$ cat config.mk
export PLATFORM = sky130hd
export DESIGN_NAME = sequential_list_engine_top
export DESIGN_NICKNAME = d
export VERILOG_FILES = /design/src/sle_pkg.sv /design/src/sle_ctrl.sv /design/src/sle_datapath.sv /design/src/sequential_list_engine_top.sv
export SDC_FILE = /design/constraint.sdc
export NUM_CORES = 2
export LEC_CHECK = 0
export BUFFER_PORTS_ARGS = -buffer_cell sky130_fd_sc_hd__clkbuf_2
export CORE_MARGIN = 5
export CORE_UTILIZATION = 50
export DETAILED_ROUTE_END_ITERATION = 8
export PLACE_DENSITY = 0.77
export SETUP_SLACK_MARGIN = 0.3
export SLEW_MARGIN = 15
export SYNTH_ARGS = -nofsm -noshare
export SYNTH_HDL_FRONTEND = slang
export SYNTH_SLANG_ARGS = --single-unit
$ cat constraint.sdc
create_clock -name clk -period 9.1 [get_ports clk]
set_input_delay 2.275 -clock clk [delete_from_list [all_inputs] [get_ports clk]]
set_output_delay 2.275 -clock clk [all_outputs]
set_load 0.02 [all_outputs]
$ cat src/sle_pkg.sv
// Shared types, field layout and defaults for the sequential list engine.
package sle_pkg;

  // Default sizing handed to the top-level parameters.
  localparam int DEPTH_DEF      = 128;
  localparam int WORD_WIDTH_DEF = 32;

  // Field widths of one input transaction and one result transaction.
  localparam int ACT_W   = 3;
  localparam int POS_W   = 8;
  localparam int VALUE_W = 32;
  localparam int STAT_W  = 1;
  localparam int FOUND_W = 8;
  localparam int LEN_W   = 8;

  // Input tdata layout, lowest bits first, padded to whole bytes.
  localparam int IN_ACT_LSB   = 0;
  localparam int IN_POS_LSB   = IN_ACT_LSB + ACT_W;
  localparam int IN_VALUE_LSB = IN_POS_LSB + POS_W;
  localparam int IN_USED_W    = IN_VALUE_LSB + VALUE_W;
  localparam int IN_TDATA_W   = ((IN_USED_W + 7) / 8) * 8;

  // Output tdata layout, lowest bits first, padded to whole bytes.
  localparam int OUT_STAT_LSB  = 0;
  localparam int OUT_RDV_LSB   = OUT_STAT_LSB + STAT_W;
  localparam int OUT_FOUND_LSB = OUT_RDV_LSB + VALUE_W;
  localparam int OUT_LEN_LSB   = OUT_FOUND_LSB + FOUND_W;
  localparam int OUT_USED_W    = OUT_LEN_LSB + LEN_W;
  localparam int OUT_TDATA_W   = ((OUT_USED_W + 7) / 8) * 8;

  typedef enum logic [ACT_W-1:0] {
    ACT_INSERT = 3'd0,
    ACT_DELETE = 3'd1,
    ACT_GET    = 3'd2,
    ACT_LOCATE = 3'd3,
    ACT_CLEAR  = 3'd4
  } action_t;

  typedef enum logic [2:0] {
    ST_IDLE,
    ST_CHECK,
    ST_WALK,
    ST_DRAIN,
    ST_FINISH
  } state_t;

  // Commands from the controller to the datapath.
  typedef struct packed {
    logic load;    // capture a new input transaction
    logic init;    // set up the walk pointer and its end
    logic step;    // read one entry and advance the pointer
    logic commit;  // update the length and load the result register
  } sle_cmd_t;

  // Status from the datapath to the controller.
  typedef struct packed {
    logic walk_need;  // the action has entries to visit
    logic walk_last;  // the pointer sits on the last entry to visit
  } sle_stat_t;

endpackage

$ cat src/sle_ctrl.sv
// Controller state machine of the sequential list engine.
module sle_ctrl import sle_pkg::*; (
  input  logic      clk,
  input  logic      rst,
  input  logic      s_tvalid,
  output logic      s_tready,
  output logic      m_tvalid,
  input  logic      m_tready,
  input  sle_stat_t stat,
  output sle_cmd_t  cmd
);

  state_t state;
  state_t state_next;
  logic   out_free;

  // The result register may be reloaded once its current transaction leaves.
  assign out_free = !m_tvalid || m_tready;

  always_ff @(posedge clk) begin
    if (rst) begin
      state    <= ST_IDLE;
      m_tvalid <= 1'b0;
    end else begin
      state <= state_next;
      if (cmd.commit) begin
        m_tvalid <= 1'b1;
      end else if (m_tready) begin
        m_tvalid <= 1'b0;
      end
    end
  end

  always_comb begin
    state_next = state;
    case (state)
      ST_IDLE: begin
        if (s_tvalid) begin
          state_next = ST_CHECK;
        end
      end
      ST_CHECK: begin
        state_next = stat.walk_need ? ST_WALK : ST_FINISH;
      end
      ST_WALK: begin
        if (stat.walk_last) begin
          state_next = ST_DRAIN;
        end
      end
      ST_DRAIN: begin
        state_next = ST_FINISH;
      end
      ST_FINISH: begin
        if (out_free) begin
          state_next = ST_IDLE;
        end
      end
      default: begin
        state_next = ST_IDLE;
      end
    endcase
  end

  always_comb begin
    s_tready   = (state == ST_IDLE);
    cmd.load   = s_tvalid && (state == ST_IDLE);
    cmd.init   = (state == ST_CHECK);
    cmd.step   = (state == ST_WALK);
    cmd.commit = (state == ST_FINISH) && out_free;
  end

  // The last read of a walk always precedes the drain cycle.
  a_drain_after_walk: assert property (@(posedge clk) disable iff (rst)
    state == ST_DRAIN |-> $past(state) == ST_WALK)
    else $error("drain entered without a walk");

  // A new transaction is never taken while a walk or a commit is under way.
  a_load_alone: assert property (@(posedge clk) disable iff (rst)
    cmd.load |-> !cmd.step && !cmd.commit && !cmd.init)
    else $error("input accepted during an operation");

endmodule

$ cat src/sle_datapath.sv
// Datapath of the sequential list engine: list memory, walk pointer and result register.
module sle_datapath import sle_pkg::*; #(
  parameter int DEPTH      = DEPTH_DEF,
  parameter int WORD_WIDTH = WORD_WIDTH_DEF
) (
  input  logic                   clk,
  input  logic                   rst,
  input  logic [IN_TDATA_W-1:0]  s_tdata,
  input  sle_cmd_t               cmd,
  output sle_stat_t              stat,
  output logic [OUT_TDATA_W-1:0] m_tdata
);

  localparam int AW = (DEPTH > 1) ? $clog2(DEPTH) : 1;
  localparam int CW = $clog2(DEPTH + 1);
  localparam int W  = ((CW > POS_W) ? CW : POS_W) + 1;

  logic [WORD_WIDTH-1:0] mem [DEPTH];

  logic [ACT_W-1:0]      act;
  logic [POS_W-1:0]      pos;
  logic [VALUE_W-1:0]    value;
  logic [CW-1:0]         count;
  logic [AW-1:0]         ptr;
  logic [AW-1:0]         end_addr;
  logic                  dir_dn;
  logic                  rvalid_d;
  logic [AW-1:0]         src_d;
  logic [WORD_WIDTH-1:0] rdata;
  logic [VALUE_W-1:0]    rd_val;
  logic [FOUND_W-1:0]    found;
  logic                  hit;
  logic [OUT_TDATA_W-1:0] result;

  action_t               act_e;
  logic [WORD_WIDTH-1:0] word;
  logic [W-1:0]          pos_w;
  logic [W-1:0]          cnt_w;
  logic [W-1:0]          pos_m1_w;
  logic [W-1:0]          cnt_m1_w;
  logic [W-1:0]          src_p1_w;
  logic [W-1:0]          count_next_w;
  logic [AW-1:0]         pos_addr;
  logic [AW-1:0]         last_addr;
  logic                  ins_ok;
  logic                  pos_ok;
  logic                  op_ok;
  logic                  mv_we;
  logic                  ins_we;
  logic                  we;
  logic [AW-1:0]         mv_addr;
  logic [AW-1:0]         waddr;
  logic [WORD_WIDTH-1:0] wdata;

  assign act_e     = action_t'(act);
  assign word      = WORD_WIDTH'(value);
  assign pos_w     = W'(pos);
  assign cnt_w     = W'(count);
  assign pos_m1_w  = pos_w - W'(1);
  assign cnt_m1_w  = cnt_w - W'(1);
  assign src_p1_w  = W'(src_d) + W'(1);
  assign pos_addr  = pos_m1_w[AW-1:0];
  assign last_addr = cnt_m1_w[AW-1:0];

  assign ins_ok = (pos_w != '0) && (pos_w <= cnt_w + W'(1)) && (cnt_w < W'(DEPTH));
  assign pos_ok = (pos_w != '0) && (pos_w <= cnt_w);

  always_comb begin
    stat.walk_need = 1'b0;
    stat.walk_last = (ptr == end_addr);
    op_ok          = 1'b0;
    count_next_w   = cnt_w;
    case (act_e)
      ACT_INSERT: begin
        stat.walk_need = ins_ok && (pos_w <= cnt_w);
        op_ok          = ins_ok;
        if (ins_ok) begin
          count_next_w = cnt_w + W'(1);
        end
      end
      ACT_DELETE: begin
        stat.walk_need = pos_ok;
        op_ok          = pos_ok;
        if (pos_ok) begin
          count_next_w = cnt_m1_w;
        end
      end
      ACT_GET: begin
        stat.walk_need = pos_ok;
        op_ok          = pos_ok;
      end
      ACT_LOCATE: begin
        stat.walk_need = (count != '0);
        op_ok          = 1'b1;
      end
      ACT_CLEAR: begin
        op_ok        = 1'b1;
        count_next_w = '0;
      end
      default: begin
        op_ok = 1'b0;
      end
    endcase
  end

  // Moves write each word one place from where it was read: up for an insert, down for a delete.
  assign mv_we   = rvalid_d && ((act_e == ACT_INSERT) ||
                   ((act_e == ACT_DELETE) && (src_d != pos_addr)));
  assign mv_addr = (act_e == ACT_INSERT) ? (src_d + AW'(1)) : (src_d - AW'(1));
  assign ins_we  = cmd.commit && (act_e == ACT_INSERT) && ins_ok;
  assign we      = mv_we || ins_we;
  assign waddr   = ins_we ? pos_addr : mv_addr;
  assign wdata   = ins_we ? word : rdata;

  always_ff @(posedge clk) begin
    if (we) begin
      mem[waddr] <= wdata;
    end
    if (cmd.step) begin
      rdata <= mem[ptr];
    end
  end

  always_ff @(posedge clk) begin
    if (rst) begin
      count    <= '0;
      rvalid_d <= 1'b0;
      hit      <= 1'b0;
    end else begin
      rvalid_d <= cmd.step;
      if (cmd.load) begin
        hit <= 1'b0;
      end else if (rvalid_d && (act_e == ACT_LOCATE) && !hit && (rdata == word)) begin
        hit <= 1'b1;
      end
      if (cmd.commit) begin
        count <= count_next_w[CW-1:0];
      end
    end
  end

  always_ff @(posedge clk) begin
    if (cmd.load) begin
      act    <= s_tdata[IN_ACT_LSB +: ACT_W];
      pos    <= s_tdata[IN_POS_LSB +: POS_W];
      value  <= s_tdata[IN_VALUE_LSB +: VALUE_W];
      rd_val <= '0;
      found  <= '0;
    end else if (rvalid_d) begin
      if (((act_e == ACT_DELETE) || (act_e == ACT_GET)) && (src_d == pos_addr)) begin
        rd_val <= VALUE_W'(rdata);
      end
      if ((act_e == ACT_LOCATE) && !hit && (rdata == word)) begin
        found <= src_p1_w[FOUND_W-1:0];
      end
    end
    if (cmd.init) begin
      case (act_e)
        ACT_INSERT: begin
          ptr      <= last_addr;
          end_addr <= pos_addr;
          dir_dn   <= 1'b1;
        end
        ACT_DELETE: begin
          ptr      <= pos_addr;
          end_addr <= last_addr;
          dir_dn   <= 1'b0;
        end
        ACT_GET: begin
          ptr      <= pos_addr;
          end_addr <= pos_addr;
          dir_dn   <= 1'b0;
        end
        default: begin
          ptr      <= '0;
          end_addr <= last_addr;
          dir_dn   <= 1'b0;
        end
      endcase
    end else if (cmd.step) begin
      ptr <= dir_dn ? (ptr - AW'(1)) : (ptr + AW'(1));
    end
    if (cmd.step) begin
      src_d <= ptr;
    end
    if (cmd.commit) begin
      result <= {{(OUT_TDATA_W - OUT_USED_W){1'b0}}, count_next_w[LEN_W-1:0], found,
                 rd_val, !op_ok};
    end
  end

  assign m_tdata = result;

  // The list never holds more entries than the memory has rows.
  a_count_bound: assert property (@(posedge clk) disable iff (rst)
    W'(count) <= W'(DEPTH))
    else $error("entry count beyond depth");

  // A move never writes the row that the walk is reading in the same cycle.
  a_no_rw_clash: assert property (@(posedge clk) disable iff (rst)
    we && cmd.step |-> waddr != ptr)
    else $error("read and write of one row in one cycle");

endmodule

$ cat src/sequential_list_engine_top.sv
// Top level of the sequential list engine: stream ports, controller and datapath.
//
// The block keeps an ordered list of up to DEPTH words in a memory with one
// write port and one registered read port. Each input transaction carries one
// action (insert, delete, get, locate or clear) and produces exactly one result
// transaction with a status bit, the word read, the position found and the new
// list length. Actions are handled one at a time. Clear, a rejected action,
// a locate on an empty list and an insert at the end of the list pass from
// acceptance to the result register through the accept, check and finish
// states. Other inserts, deletes, gets and locates walk n entries through the
// memory read port at one entry per cycle, through the accept, check, walk,
// drain and finish states: insert walks the entries from the end down to its
// position, delete the entries from its position to the end, get walks one
// entry and locate walks the whole list. A finished result waits in an output
// register; the next transaction is accepted while it waits, and only the
// final commit of that next action waits for the register to drain.
module sequential_list_engine_top import sle_pkg::*; #(
  parameter int DEPTH      = DEPTH_DEF,
  parameter int WORD_WIDTH = WORD_WIDTH_DEF
) (
  input  logic                   clk,
  input  logic                   rst,
  input  logic                   s_tvalid,
  output logic                   s_tready,
  // Fields from bit 0 up: action[2:0], position[10:3], value[42:11], zero pad.
  input  logic [IN_TDATA_W-1:0]  s_tdata,
  output logic                   m_tvalid,
  input  logic                   m_tready,
  // Fields from bit 0 up: status[0], read_value[32:1], found_position[40:33],
  // list_length[48:41], zero pad.
  output logic [OUT_TDATA_W-1:0] m_tdata
);

  sle_cmd_t  cmd;
  sle_stat_t stat;

  // The controller sequences each action and owns both handshakes.
  sle_ctrl u_ctrl (
    .clk      (clk),
    .rst      (rst),
    .s_tvalid (s_tvalid),
    .s_tready (s_tready),
    .m_tvalid (m_tvalid),
    .m_tready (m_tready),
    .stat     (stat),
    .cmd      (cmd)
  );

  // The datapath holds the list memory, the length and the result register.
  sle_datapath #(
    .DEPTH      (DEPTH),
    .WORD_WIDTH (WORD_WIDTH)
  ) u_datapath (
    .clk     (clk),
    .rst     (rst),
    .s_tdata (s_tdata),
    .cmd     (cmd),
    .stat    (stat),
    .m_tdata (m_tdata)
  );

endmodule

==> flow_metrics.tcl <==
set metrics [dict create \
    status "complete, but fails checks" \
    violations "max-capacitance violations, max-slew violations" \
    tightestPinTransition_ns 1.59 \
    cts_hold_buf 0 \
    cpMostUsedCell "nand3_1" \
    grt_overflow_total 0 \
    first_iter_violations 13800 \
    synth_edf_count 4242 \
    path_cells "ha_1 > and3_1 > nand3_1 > xnor2_1 > ha_1 > nand3_1 > nor3_1 > o21a_1 > nand3_1 > a31oi_1 > or2_2 > buf_4 > nor2_4 > buf_4" \
    fmax_mhz 156 \
    grt_max_degree 130 \
    clock_latency_ns 0.93 \
    synth_area_leaders "edfxtp_1 77%, mux4_2 15%, mux2i_1 2.6%" \
    cts.sinks 4296 \
    place.gp.congestion 0.902 \
    vias_per_cell 6.61 \
    coreArea_mm2 0.331 \
    fin_nets 7880 \
    yosysSeqAreaShare 0.773 \
    synth-async-reset-ratio 0 \
    cts_buffers 403 \
    drtAntennaViolNets 0 \
    yosysTopAreaCell "edfxtp_1" \
    final_common_cell "edfxtp_1" \
    finalSetupViolCount 0 \
    drc 0 \
    path_max_fanout 17 \
    end_kind "flip-flop" \
    die-area_mm2 0.344 \
    synth_cells 7462 \
    crit_type "flip-flop to flip-flop" \
    cap_violations 1 \
    pin_count 110 \
    cp_data_arrival_time_ns 7.02 \
    synth_cell_type_count 84 \
    area_growth_pct 12.2 \
    maxSlewHeadroom -0.0624 \
    cts_root_buf "clkbuf_16" \
    final_cell_mix "4,242 x edfxtp_1, 1,088 x mux4_2, 429 x mux2i_1" \
    dp.cells 11700 \
    cp.required_ns 9.73 \
    power-per-cell-area_mw_per_mm2 220 \
    maxSlewViolCount 4 \
    track_usage 0.253 \
    die_h_um 587 \
    cts_tree "built" \
    slowest_delay_ns 1.39 \
    cts.path.max_buffers 4 \
    synthFlopType "edfxtp_1" \
    yosys_warnings 0 \
    period_share 0.702 \
    fin_worst_skew_ns 0.0703 \
    wirelength_mm 443 \
    slowest_stage "a31oi_1" \
    critPathTopFamily "simple AND/OR/NAND/NOR gates" \
    layout_min_cycle_time_ns 6.39 \
    h-tree-depth 5 \
    initial_core_util 0.503 \
    drive_above_1_share 0.269 \
    postCtsSetupRepairBufs 0 \
    cp_num_buf_inv 2 \
    dp_hpwl_mm 242 \
    netlist_area_mm2 0.166 \
    power_mw 41.1 \
    clkTransAtPathRegs_ns 0.07 \
    dr.pass1.iters 6 \
    rsz0062_at_grt "no" \
    syn_area_per_cell_um2 22.3 \
    fin_cells 12500 \
    final_hold_viol_count 0 \
    grt_pass1_wl_mm 623 \
    synth_seq_cells 4296 \
    timing.hold.ws_ns 0.430 \
    grt_pass1_vias 82100 \
    worstHoldPathType "flip-flop to flip-flop" \
    p_leak_nw 58.7 \
    irDropWorstVdd_mv 0.174 \
    io_buffers 97 \
    via_count 82500 \
    cts_resized 0 \
    final_util 0.564 \
    yosysTopAreaCellShare 0.766 \
    row_count 211 \
    nFillCells 22700 \
    wire_per_inst_um 35.5 \
    antenna_found_initial 33 \
    die_x_um 587 \
    startpoint_type "flip-flop" \
]
## through the flow
stage          worst slack [ns]  setup TNS (ns)  instance area [µm²]
6_report                   2.71               0               187000
5_1_grt                    2.68               0               187000
4_1_cts                    2.98               0               186000
3_5_place_dp               2.77               0               174000
3_3_place_gp               2.80               0               174000
2_1_floorplan            -0.361          -92.50               166000
## power breakdown
part | switching (mW) | total, mW | internal (mW)
Clock | 7.16 | 16.5 | 9.31
Combinational | 1.82 | 2.92 | 1.10
Sequential | 0.0661 | 21.7 | 21.6
## final timing paths
check | slack [ns] | end | depth (start not counted) | start
hold reg to reg | 0.43 | u_datapath.m_tdata[18] | 0 | u_datapath.rd_val[17]
hold / removal | 0.43 | u_datapath.m_tdata[18] | 0 | u_datapath.rd_val[17]
setup reg to reg | 2.71 | u_datapath.mem[20][4] | 14 | u_datapath.count[0]
setup / recovery | 2.71 | u_datapath.mem[20][4] | 14 | u_datapath.count[0]
## sequential cells by signal, summed over array words and instances (netlist names)
signal,count
u_datapath.rvalid_d,1
u_datapath.dir_dn,1
u_datapath.rd_val,32
u_datapath.pos,8
u_datapath.m_tdata,49
u_datapath.src_d,7
u_datapath.act,3
u_datapath.hit,1
u_datapath.count,8
u_ctrl.m_tvalid,1
u_ctrl.state,3
u_datapath.found,8
u_datapath.rdata,32
u_datapath.ptr,7
u_datapath.end_addr,7
u_datapath.value,32
u_datapath.mem,4096
## Yosys cell counts, types with 4 or more instances
library cell  number
nand2b_1           5
nor4_1            58
and3_1             4
ha_1              32
nand4_1           10
xnor2_1           41
or2_2             11
o21ai_0           49
mux2_2            32
nor3_1            19
a21o_1             6
mux2i_1          430
edfxtp_1        4242
buf_2            116
a221oi_1           4
o21bai_1           4
or3_1             35
buf_6              9
nand2_1          164
buf_1             73
nor2b_1           43
o31ai_1            4
nand3_1           85
a21oi_1           72
buf_4             16
a31oi_1           11
dfxtp_1           54
or2_1              7
mux4_2          1088
xor2_1            38
and2_1             4
clkbuf_1         195
o22ai_1          134
nor2_1           220
o211ai_1           4
a211oi_1           6
inv_1             62
## logic make-up after synthesis
group                      Yosys count  synth area share
xor gates and xnor gates            82           0.00457
adders and majority gates           34           0.00265
other                                1         0.0000226
and+or+nand+nor                    693            0.0201
AOI/OAI and AO/OA                  331            0.0124
DFF                               4296             0.773
muxes                             1550             0.175
buffers and inverters              475            0.0124
## worst register-to-register path: stages (launching register included)
cell and delay [ns]:
dfxtp_1 0.67, ha_1 0.35, and3_1 0.29, nand3_1 0.19, xnor2_1 0.17, ha_1 0.29, nand3_1 0.16, nor3_1 0.32
o21a_1 0.31, nand3_1 0.46, a31oi_1 1.40, or2_2 0.28, buf_4 0.58, nor2_4 0.30, buf_4 0.33
## routing by layer
| layer | wire (µm) | global-route usage | share of wire |
|---|---|---|---|
| met4 | 24100 | 0.115 | 0.054 |
| met3 | 58200 | 0.0712 | 0.13 |
| met5 | 188 | 0.00221 | 0.00042 |
| met1 | 151000 | 0.336 | 0.34 |
| met2 | 210000 | 0.393 | 0.47 |
## layout make-up
cell class	count	area [µm²]	share of cell area
Sequential cell	4296	128000	0.689
Multi-Input combinational cell	2697	37000	0.198
Clock buffer	500	10600	0.0567
Tap cell	4366	5460	0.0293
Timing Repair Buffer	331	2660	0.0142
Clock inverter	218	2100	0.0112
Inverter	65	244	0.00131
Antenna cell	16	40.0	0.000215
No activity file was read; power rests on OpenSTA's default activity.
